`config.mk`:
```
export PLATFORM = sky130hd
export DESIGN_NAME = point_in_polygon_test_unit_flat
export DESIGN_NICKNAME = d
export VERILOG_FILES = /design/src/hw/rtl/pip_pkg.sv /design/src/hw/rtl/pip_if.sv /design/src/hw/rtl/point_in_polygon_test_unit.sv /design/src/hw/rtl/pip_vertex_mem.sv /design/src/hw/rtl/pip_edge_unit.sv /design/src/flat_wrapper.sv
export SDC_FILE = /design/constraint.sdc
export NUM_CORES = 2
export LEC_CHECK = 0
export ABC_AREA = 1
export BUFFER_PORTS_ARGS = -buffer_cell sky130_fd_sc_hd__buf_2
export CAP_MARGIN = 15
export CORE_MARGIN = 3
export CORE_UTILIZATION = 41
export CTS_BUF_LIST = sky130_fd_sc_hd__clkbuf_2 sky130_fd_sc_hd__clkbuf_4 sky130_fd_sc_hd__clkbuf_8
export CTS_CLUSTER_SIZE = 12
export DETAILED_ROUTE_END_ITERATION = 10
export HOLD_SLACK_MARGIN = 0.06
export PLACE_DENSITY_LB_ADDON = 0.12
export RECOVER_POWER = 100
export SLEW_MARGIN = 40
export SYNTH_ARGS = -nofsm -noshare
export SYNTH_HDL_FRONTEND = slang
export SYNTH_SLANG_ARGS = --single-unit
```
`constraint.sdc`:
```
create_clock -name clk -period 12.58 [get_ports clk]
set_input_delay 2.516 -clock clk [delete_from_list [all_inputs] [get_ports clk]]
set_output_delay 2.516 -clock clk [all_outputs]
set_load 0.005 [all_outputs]
```
`src/hw/rtl/pip_pkg.sv`:
```
`default_nettype none

package pip_pkg;

    // polygon store and coordinate sizes
    localparam int MAX_VERTS  = 64;
    localparam int MIN_VERTS  = 3;
    localparam int COORD_BITS = 16;

    // field widths fixed by the request format
    localparam int VIDX_W = 6;
    localparam int CFG_W  = 7;

    // derived widths
    localparam int ADDR_W = $clog2(MAX_VERTS);
    localparam int CNT_W  = $clog2(MAX_VERTS + 1);
    localparam int DIFF_W = COORD_BITS + 1;
    localparam int PROD_W = 2 * DIFF_W;

    // request kinds
    localparam logic REQ_LOAD = 1'b0;
    localparam logic REQ_TEST = 1'b1;

    // sequencer states
    typedef enum logic [1:0] {
        ST_IDLE,
        ST_WALK,
        ST_DRAIN,
        ST_FINISH
    } state_t;

    // tags that travel with a vertex read
    typedef struct packed {
        logic valid;
        logic first;
        logic last;
    } rd_tag_t;

    // status from the edge pipeline
    typedef struct packed {
        logic done;
        logic in_poly;
    } edge_stat_t;

endpackage

`default_nettype wire

```
`src/hw/rtl/pip_if.sv`:
```
`default_nettype none

// request channel: vertex load or point test
interface pip_req_if;
    logic                                 valid;
    logic                                 ready;
    logic                                 req_type;
    logic [pip_pkg::VIDX_W-1:0]           vertex_index;
    logic signed [pip_pkg::COORD_BITS-1:0] coord_x;
    logic signed [pip_pkg::COORD_BITS-1:0] coord_y;

    modport source (output valid, req_type, vertex_index, coord_x, coord_y, input ready);
    modport sink   (input valid, req_type, vertex_index, coord_x, coord_y, output ready);
endinterface

// result channel: inside flag of a point test
interface pip_res_if;
    logic valid;
    logic ready;
    logic inside_res;

    modport source (output valid, inside_res, input ready);
    modport sink   (input valid, inside_res, output ready);
endinterface

`default_nettype wire

```
`src/hw/rtl/point_in_polygon_test_unit.sv`:
```
`default_nettype none

// point in polygon test by crossing-number parity
//
// req channel carries one transaction per item: req_type load writes the
// vertex (coord_x, coord_y) into slot vertex_index and gives no result;
// req_type test walks every edge of the first vertex_count vertices and
// returns one transaction on res with inside_res set for an odd crossing count.
// cfg_we / cfg_wdata write vertex_count (clamped to 3..64); write it only while
// the block is idle.
// a test for n vertices makes n + 1 reads of the single vertex memory read port,
// one vertex per cycle, then runs a three stage difference / multiply / compare
// pipeline; the finish state then hands the flag to the output register once
// that register is free or its result is being taken.
// the output register holds a result while res is stalled; loads and a new
// test are still taken, and a test that finishes meanwhile waits for the slot.
// reset clears the sequencer and the output valid and sets vertex_count to 3;
// vertex memory is not cleared, every slot used by a test must be loaded first.
module point_in_polygon_test_unit (
    input  wire logic                      clk,
    input  wire logic                      rst_n,
    input  wire logic                      cfg_we,
    input  wire logic [pip_pkg::CFG_W-1:0] cfg_wdata,
    pip_req_if.sink                        req,
    pip_res_if.source                      res
);
    import pip_pkg::*;

    state_t state_reg, state_next;

    logic [CFG_W-1:0]        cfg_count_reg;
    logic [CNT_W-1:0]        n_clamp;
    logic [CNT_W-1:0]        n_reg;
    logic [CNT_W-1:0]        cnt_reg, cnt_next;
    logic [CNT_W-1:0]        addr_full;
    logic [ADDR_W-1:0]       raddr;
    logic signed [COORD_BITS-1:0] tx_reg, ty_reg;
    logic signed [COORD_BITS-1:0] rx, ry;
    rd_tag_t                 tag_reg, tag_next;
    edge_stat_t              est;
    logic                    req_ready;
    logic                    mem_we;
    logic                    clr;
    logic                    start;
    logic                    issue;
    logic                    load_res;
    logic                    res_valid_reg, res_valid_next;
    logic                    inside_reg;

    // configuration register
    always_ff @(posedge clk or negedge rst_n)
    begin
        if (!rst_n)
        begin
            cfg_count_reg <= CFG_W'(MIN_VERTS);
        end
        else if (cfg_we)
        begin
            cfg_count_reg <= cfg_wdata;
        end
    end

    // clamp vertex count to the supported range
    always_comb
    begin
        if (int'(cfg_count_reg) < MIN_VERTS)
        begin
            n_clamp = CNT_W'(MIN_VERTS);
        end
        else if (int'(cfg_count_reg) > MAX_VERTS)
        begin
            n_clamp = CNT_W'(MAX_VERTS);
        end
        else
        begin
            n_clamp = CNT_W'(cfg_count_reg);
        end
    end

    // read order: last vertex first, then 0 .. n-1
    always_comb
    begin
        addr_full = (cnt_reg == '0) ? (n_reg - CNT_W'(1)) : (cnt_reg - CNT_W'(1));
        raddr     = addr_full[ADDR_W-1:0];
    end

    // sequencer next state and outputs
    always_comb
    begin
        state_next = state_reg;
        cnt_next   = cnt_reg;
        req_ready  = 1'b0;
        mem_we     = 1'b0;
        clr        = 1'b0;
        start      = 1'b0;
        issue      = 1'b0;
        load_res   = 1'b0;
        case (state_reg)
            ST_IDLE:
            begin
                req_ready = 1'b1;
                if (req.valid)
                begin
                    if (req.req_type == REQ_LOAD)
                    begin
                        mem_we = int'(req.vertex_index) < MAX_VERTS;
                    end
                    else
                    begin
                        clr        = 1'b1;
                        start      = 1'b1;
                        cnt_next   = '0;
                        state_next = ST_WALK;
                    end
                end
            end
            ST_WALK:
            begin
                issue    = 1'b1;
                cnt_next = cnt_reg + CNT_W'(1);
                if (cnt_reg == n_reg)
                begin
                    state_next = ST_DRAIN;
                end
            end
            ST_DRAIN:
            begin
                if (est.done)
                begin
                    state_next = ST_FINISH;
                end
            end
            ST_FINISH:
            begin
                if (!res_valid_reg || res.ready)
                begin
                    load_res   = 1'b1;
                    state_next = ST_IDLE;
                end
            end
            default:
            begin
                state_next = ST_IDLE;
            end
        endcase
    end

    // read tags follow the memory latency
    always_comb
    begin
        tag_next.valid = issue;
        tag_next.first = issue && (cnt_reg == '0);
        tag_next.last  = issue && (cnt_reg == n_reg);
    end

    // output register
    always_comb
    begin
        if (load_res)
        begin
            res_valid_next = 1'b1;
        end
        else if (res.ready)
        begin
            res_valid_next = 1'b0;
        end
        else
        begin
            res_valid_next = res_valid_reg;
        end
    end

    // control registers
    always_ff @(posedge clk or negedge rst_n)
    begin
        if (!rst_n)
        begin
            state_reg     <= ST_IDLE;
            cnt_reg       <= '0;
            tag_reg       <= '0;
            res_valid_reg <= 1'b0;
        end
        else
        begin
            state_reg     <= state_next;
            cnt_reg       <= cnt_next;
            tag_reg       <= tag_next;
            res_valid_reg <= res_valid_next;
        end
    end

    // test point, count and result payload
    always_ff @(posedge clk)
    begin
        if (start)
        begin
            tx_reg <= req.coord_x;
            ty_reg <= req.coord_y;
            n_reg  <= n_clamp;
        end
        if (load_res)
        begin
            inside_reg <= est.in_poly;
        end
    end

    pip_vertex_mem u_mem (
        .clk   (clk),
        .we    (mem_we),
        .waddr (ADDR_W'(req.vertex_index)),
        .wx    (req.coord_x),
        .wy    (req.coord_y),
        .raddr (raddr),
        .rx    (rx),
        .ry    (ry)
    );

    pip_edge_unit u_edge (
        .clk   (clk),
        .rst_n (rst_n),
        .clr   (clr),
        .tag   (tag_reg),
        .rx    (rx),
        .ry    (ry),
        .tx    (tx_reg),
        .ty    (ty_reg),
        .stat  (est)
    );

    assign req.ready      = req_ready;
    assign res.valid      = res_valid_reg;
    assign res.inside_res = inside_reg;

    // a result appears only after a finished walk
    a_res_from_finish: assert property (@(posedge clk) disable iff (!rst_n)
        $rose(res_valid_reg) |-> $past(state_reg == ST_FINISH))
        else $error("result raised outside finish");

    // the edge pipeline reports completion only while draining
    a_done_in_drain: assert property (@(posedge clk) disable iff (!rst_n)
        est.done |-> (state_reg == ST_DRAIN))
        else $error("edge done outside drain");

    // the read counter never passes the vertex count
    a_cnt_bound: assert property (@(posedge clk) disable iff (!rst_n)
        (state_reg == ST_WALK) |-> (cnt_reg <= n_reg))
        else $error("read counter beyond vertex count");

    // no memory write during a walk
    a_no_write_busy: assert property (@(posedge clk) disable iff (!rst_n)
        mem_we |-> (state_reg == ST_IDLE) && !tag_reg.valid)
        else $error("vertex write while a test is running");

endmodule

`default_nettype wire

```
`src/hw/rtl/pip_vertex_mem.sv`:
```
`default_nettype none

module pip_vertex_mem (
    input  wire logic                                 clk,
    input  wire logic                                 we,
    input  wire logic [pip_pkg::ADDR_W-1:0]           waddr,
    input  wire logic signed [pip_pkg::COORD_BITS-1:0] wx,
    input  wire logic signed [pip_pkg::COORD_BITS-1:0] wy,
    input  wire logic [pip_pkg::ADDR_W-1:0]           raddr,
    output logic signed [pip_pkg::COORD_BITS-1:0]      rx,
    output logic signed [pip_pkg::COORD_BITS-1:0]      ry
);
    import pip_pkg::*;

    logic signed [COORD_BITS-1:0] x_mem [MAX_VERTS];
    logic signed [COORD_BITS-1:0] y_mem [MAX_VERTS];

    // single write port
    always_ff @(posedge clk)
    begin
        if (we)
        begin
            x_mem[waddr] <= wx;
            y_mem[waddr] <= wy;
        end
    end

    // registered read port
    always_ff @(posedge clk)
    begin
        rx <= x_mem[raddr];
        ry <= y_mem[raddr];
    end

endmodule

`default_nettype wire

```
`src/hw/rtl/pip_edge_unit.sv`:
```
`default_nettype none

module pip_edge_unit (
    input  wire logic                                 clk,
    input  wire logic                                 rst_n,
    input  wire logic                                 clr,
    input  wire pip_pkg::rd_tag_t                     tag,
    input  wire logic signed [pip_pkg::COORD_BITS-1:0] rx,
    input  wire logic signed [pip_pkg::COORD_BITS-1:0] ry,
    input  wire logic signed [pip_pkg::COORD_BITS-1:0] tx,
    input  wire logic signed [pip_pkg::COORD_BITS-1:0] ty,
    output pip_pkg::edge_stat_t                       stat
);
    import pip_pkg::*;

    // previous vertex of the walk
    logic signed [COORD_BITS-1:0] prev_x_reg;
    logic signed [COORD_BITS-1:0] prev_y_reg;

    // stage 1: differences and straddle test
    logic                     s1_valid_reg, s1_valid_next;
    logic                     s1_last_reg, s1_last_next;
    logic                     s1_strad_reg, s1_strad_next;
    logic signed [DIFF_W-1:0] s1_d_reg, s1_d_next;
    logic signed [DIFF_W-1:0] s1_a_reg, s1_a_next;
    logic signed [DIFF_W-1:0] s1_b_reg, s1_b_next;
    logic signed [DIFF_W-1:0] s1_c_reg, s1_c_next;

    // stage 2: cross products
    logic                     s2_valid_reg, s2_valid_next;
    logic                     s2_last_reg, s2_last_next;
    logic                     s2_strad_reg, s2_strad_next;
    logic                     s2_dpos_reg, s2_dpos_next;
    logic signed [PROD_W-1:0] s2_lhs_reg, s2_lhs_next;
    logic signed [PROD_W-1:0] s2_rhs_reg, s2_rhs_next;

    // stage 3: parity and done
    logic parity_reg, parity_next;
    logic done_reg, done_next;
    logic hit;

    // edge (cur, prev) differences
    always_comb
    begin
        s1_valid_next = tag.valid && !tag.first;
        s1_last_next  = tag.last;
        s1_strad_next = (ry > ty) != (prev_y_reg > ty);
        s1_d_next     = {prev_y_reg[COORD_BITS-1], prev_y_reg} - {ry[COORD_BITS-1], ry};
        s1_a_next     = {tx[COORD_BITS-1], tx} - {rx[COORD_BITS-1], rx};
        s1_b_next     = {prev_x_reg[COORD_BITS-1], prev_x_reg} - {rx[COORD_BITS-1], rx};
        s1_c_next     = {ty[COORD_BITS-1], ty} - {ry[COORD_BITS-1], ry};
    end

    // exact products replace the crossing division
    always_comb
    begin
        s2_valid_next = s1_valid_reg;
        s2_last_next  = s1_last_reg;
        s2_strad_next = s1_strad_reg;
        s2_dpos_next  = !s1_d_reg[DIFF_W-1] && (s1_d_reg != '0);
        s2_lhs_next   = s1_a_reg * s1_d_reg;
        s2_rhs_next   = s1_b_reg * s1_c_reg;
    end

    // compare sense flips with the sign of the y difference
    always_comb
    begin
        hit         = s2_dpos_reg ? (s2_lhs_reg < s2_rhs_reg) : (s2_rhs_reg < s2_lhs_reg);
        parity_next = parity_reg;
        if (clr)
        begin
            parity_next = 1'b0;
        end
        else if (s2_valid_reg && s2_strad_reg && hit)
        begin
            parity_next = !parity_reg;
        end
        done_next = s2_valid_reg && s2_last_reg;
    end

    // datapath registers
    always_ff @(posedge clk)
    begin
        if (tag.valid)
        begin
            prev_x_reg <= rx;
            prev_y_reg <= ry;
        end
        s1_last_reg  <= s1_last_next;
        s1_strad_reg <= s1_strad_next;
        s1_d_reg     <= s1_d_next;
        s1_a_reg     <= s1_a_next;
        s1_b_reg     <= s1_b_next;
        s1_c_reg     <= s1_c_next;
        s2_last_reg  <= s2_last_next;
        s2_strad_reg <= s2_strad_next;
        s2_dpos_reg  <= s2_dpos_next;
        s2_lhs_reg   <= s2_lhs_next;
        s2_rhs_reg   <= s2_rhs_next;
    end

    // pipeline control
    always_ff @(posedge clk or negedge rst_n)
    begin
        if (!rst_n)
        begin
            s1_valid_reg <= 1'b0;
            s2_valid_reg <= 1'b0;
            parity_reg   <= 1'b0;
            done_reg     <= 1'b0;
        end
        else
        begin
            s1_valid_reg <= s1_valid_next;
            s2_valid_reg <= s2_valid_next;
            parity_reg   <= parity_next;
            done_reg     <= done_next;
        end
    end

    assign stat.done    = done_reg;
    assign stat.in_poly = parity_reg;

endmodule

`default_nettype wire
```
`src/flat_wrapper.sv`:
```
// flat-port wrapper written by rule: the top's interface ports become plain ports
module point_in_polygon_test_unit_flat import pip_pkg::*;
  (clk, rst_n, cfg_we, cfg_wdata, req_valid, req_req_type, req_vertex_index, req_coord_x, req_coord_y, req_ready, res_valid, res_inside_res, res_ready);
  pip_req_if req_i ();
  pip_res_if res_i ();
  input  wire logic clk;
  input  wire logic rst_n;
  input  wire logic cfg_we;
  input  wire logic [pip_pkg::CFG_W-1:0] cfg_wdata;
  input wire logic [$bits(req_i.valid)-1:0] req_valid;
  input wire logic [$bits(req_i.req_type)-1:0] req_req_type;
  input wire logic [$bits(req_i.vertex_index)-1:0] req_vertex_index;
  input wire logic [$bits(req_i.coord_x)-1:0] req_coord_x;
  input wire logic [$bits(req_i.coord_y)-1:0] req_coord_y;
  output wire logic [$bits(req_i.ready)-1:0] req_ready;
  output wire logic [$bits(res_i.valid)-1:0] res_valid;
  output wire logic [$bits(res_i.inside_res)-1:0] res_inside_res;
  input wire logic [$bits(res_i.ready)-1:0] res_ready;
  assign req_i.valid = req_valid;
  assign req_i.req_type = req_req_type;
  assign req_i.vertex_index = req_vertex_index;
  assign req_i.coord_x = req_coord_x;
  assign req_i.coord_y = req_coord_y;
  assign req_ready = req_i.ready;
  assign res_valid = res_i.valid;
  assign res_inside_res = res_i.inside_res;
  assign res_i.ready = res_ready;
  point_in_polygon_test_unit u_core (.clk(clk), .rst_n(rst_n), .cfg_we(cfg_we), .cfg_wdata(cfg_wdata), .req(req_i), .res(res_i));
endmodule
```
==> results.sh <==
export IMPL_synth_top_family_by_area="simple AND/OR/NAND/NOR gates"
export IMPL_track_usage=0.238
export IMPL_slew_headroom=-1.78
export IMPL_reg_top3="u_core.u_mem.x_mem (1024), u_core.u_mem.y_mem (1024)"
export IMPL_ys_types=47
export IMPL_area_delta_synth_final_pct=9.99
export IMPL_end_kind="flip-flop"
export IMPL_cts_tree="done"
export IMPL_r2r_end="u_core.u_mem.ry[8]"
export IMPL_cts_inserted_buffers=397
export IMPL_vias=79400
export IMPL_whs_endpoint="u_core.u_edge.s2_strad_reg"
export IMPL_dieArea_mm2=0.297
export IMPL_grt_max_degree=201
export IMPL_antenna_found_initial=28
export IMPL_grt_pass1_vias=79700
export IMPL_crit_arrival_ns=10.10
export IMPL_rrSetupSlack_ns=3.38
export IMPL_io_pins=54
export IMPL_clock_path_buffers=4
export IMPL_synthXorXnorAreaFrac=0.0105
export IMPL_path_class="flip-flop to flip-flop"
export IMPL_finalSetupViolCount=0
export IMPL_synthMuxAreaShare=0
export IMPL_fin_crit_ns=9.20
export IMPL_fin_ws_ns=3.38
export IMPL_root_buffer="clkbuf_8"
export IMPL_hold_start="u_core.u_edge.s1_strad_reg"
export IMPL_dp_hpwl_mm=213
export IMPL_synth_nets=12200
export IMPL_regToRegStartpoint="u_core.cnt_reg[0]"
export IMPL_post_cts_setup_buffers=0
export IMPL_min_delay_path_class="flip-flop to flip-flop"
export IMPL_cap_violations=100
export IMPL_die_w_um=545
export IMPL_layout_drive_gt1_share=0.0727
export IMPL_grt_pass1_wl_mm=526
export IMPL_place_congestion=0.877
export IMPL_die_h_um=545
export IMPL_yosys_area_share_simple=0.159
export IMPL_max_freq_ghz=0.109
export IMPL_portBuffers=53
export IMPL_n_fill_cell=27100
export IMPL_finalHoldViolCount=0
export IMPL_dp_worst_setup_slack_ns=6.11
export IMPL_cts_resized=0
export IMPL_drc=0
export IMPL_holdPathStages=0
export IMPL_drt_initial_drc_count=7133
export IMPL_antenna_left=0
export IMPL_async_flop_share=0.0104
export IMPL_worstMarginPinSlew_ns=4.17
export IMPL_synth_warnings=0
export IMPL_drv_slew=4099
export IMPL_htreeDepth=5
export IMPL_grt_ovfl_total=0
export IMPL_viasPerCell=5.14
export IMPL_syn_area_mm2=0.119
export IMPL_path_max_fanout=62
export IMPL_fin_crit_sh=0.731
export IMPL_clk_pin_slew_ns=0.06
export IMPL_cts_sinks=2317
export IMPL_violations="max-capacitance violations, max-slew violations"
export IMPL_wl_per_cell_um=22.9
export IMPL_worstRegToRegCells=17
export IMPL_ys_seq_area_frac=0.569
export IMPL_core_mm2=0.288
export IMPL_fin_skew_ns=0.110
export IMPL_wirelength_mm=354
export IMPL_post_synth_cell_area_avg_um2=10.5
export IMPL_initial_core_util=0.412
export IMPL_synth_cells=11300
export IMPL_core_rowCount=197
export IMPL_synth_edf_count=2120
export IMPL_cp_start_kind="flip-flop"
export IMPL_cts_hold_buf=0
export IMPL_layout_nets=12300
export IMPL_rsz0062_at_grt="no"
export IMPL_synth_compound_area_share=0.0487
export IMPL_required_ns=13.48
export IMPL_synth_seq_cells=2317
export IMPL_synthFlopType="edfxtp_1"
export IMPL_synth_fa_ha_area_frac=0.131
export IMPL_fin_setup_tns_ns=0
export IMPL_outcome="complete, but fails checks"
export IMPL_clk_latency_ns=1.09
export IMPL_firstDrtPassIters=6
-- layer usage --
layer / routed length (um) / share of wire / up-vias / track usage
li1: - / - / 37000 / -
met1: 156000 / 0.44 / 39300 / 0.328
met2: 165000 / 0.47 / 2477 / 0.389
met3: 21200 / 0.060 / 594 / 0.0324
met4: 11100 / 0.031 / 16 / 0.0736
met5: 90 / 0.00025 / - / 0
-- worst max-delay path by stage --
stage / cells after the start / startpoint / to / slack (ns)
after global placement: 17 / u_core.u_edge.s1_d_reg[2] / u_core.u_edge.s2_lhs_reg[33] / 6.23
after floorplan: 21 / u_core.u_edge.s1_b_reg[16] / u_core.u_edge.s2_rhs_reg[33] / 6.82
final: 17 / u_core.cnt_reg[0] / u_core.u_mem.ry[8] / 3.38
after global routing: 17 / u_core.cnt_reg[0] / u_core.u_mem.ry[8] / 2.92
after CTS: 17 / u_core.u_edge.s1_d_reg[2] / u_core.u_edge.s2_lhs_reg[33] / 6.09
after detailed placement: 17 / u_core.u_edge.s1_d_reg[2] / u_core.u_edge.s2_lhs_reg[33] / 6.11
-- cell usage in the layout (no fill, tap or decap), types with 90 or more instances in the layout --
cell type and instances:
clkbuf_4 148, edfxtp_1 2120, nand2_1 3113, nand3_1 1100, o211ai_1 382, clkinv_1 90, o21ai_0 317, nor2_1 143
clkbuf_8 411, clkbuf_1 131, ha_1 292, dfxtp_1 144, inv_1 1861, a21oi_1 151, fa_1 596
-- Yosys cell counts (all sizes together), types with 12 or more instances --
| library cell | count | area [um^2] |
|---|---|---|
| a21o | 14 | 105 |
| a21oi | 151 | 756 |
| buf | 306 | 1650 |
| clkbuf | 279 | 1050 |
| dfrtp | 22 | 551 |
| dfxtp | 173 | 3460 |
| edfxtp | 2120 | 63700 |
| fa | 596 | 11900 |
| ha | 292 | 3650 |
| inv | 1866 | 7000 |
| nand2 | 3120 | 11700 |
| nand3 | 1104 | 5530 |
| nand3b | 66 | 495 |
| nand4 | 21 | 131 |
| nor2 | 194 | 728 |
| nor3 | 22 | 110 |
| o211ai | 382 | 2870 |
| o21ai | 331 | 1660 |
| o21bai | 14 | 105 |
| or2 | 12 | 77.6 |
| xnor2 | 53 | 483 |
| xor2 | 88 | 771 |
-- cells by family (layout without fill, tap and decap cells) --
kind of cell / Yosys count / count (layout)
AND/OR/NAND/NOR: 4553 / 4553
buffers and inverters: 2451 / 2822
flip-flops: 2317 / 2317
AO/OA/AOI/OAI: 931 / 931
adder cells (fa/ha/maj): 888 / 888
XOR/XNOR: 141 / 141
other: 0 / 11
-- layout make-up --
cell class	instances	area [um^2]	share of cell area
Timing Repair Buffer	240	1420	0.0108
Antenna cell	11	27.5	0.000210
Inverter	1866	7020	0.0537
Clock inverter	157	1090	0.00831
Sequential cell	2317	67800	0.518
Multi-Input combinational cell	6513	42000	0.321
Tap cell	3781	4730	0.0362
Clock buffer	559	6770	0.0517
-- per-stage QoR --
| step | util | std cells | cell area, um^2 | hold slack (ns) |
|---|---|---|---|---|
| floorplan | - | 11300 | 119000 | 0.310 |
| global placement | 0.427 | 14700 | 123000 | 0.311 |
| detailed placement | 0.429 | 14700 | 124000 | 0.319 |
| CTS | 0.456 | 15400 | 132000 | 0.306 |
| global route | 0.454 | 15400 | 131000 | 0.330 |
| finish | 0.454 | 15400 | 131000 | 0.320 |
-- critical path, stage by stage (launching register included) --
cell	delay, ns
dfrtp_1	0.45
inv_1	0.18
ha_1	0.17
inv_1	0.04
nor2_1	0.10
nand3_1	0.27
or2_1	0.38
nand2_8	0.38
ha_1	1.19
inv_8	0.91
clkbuf_1	2.69
buf_4	0.96
o211ai_1	0.18
nand3_1	0.10
nand3_1	0.16
nand3_1	0.29
nand3_1	0.27
nand2_1	0.24
Power is not shown: default switching activity piles up to over one toggle a cycle in this logic, so the estimate is an artifact.
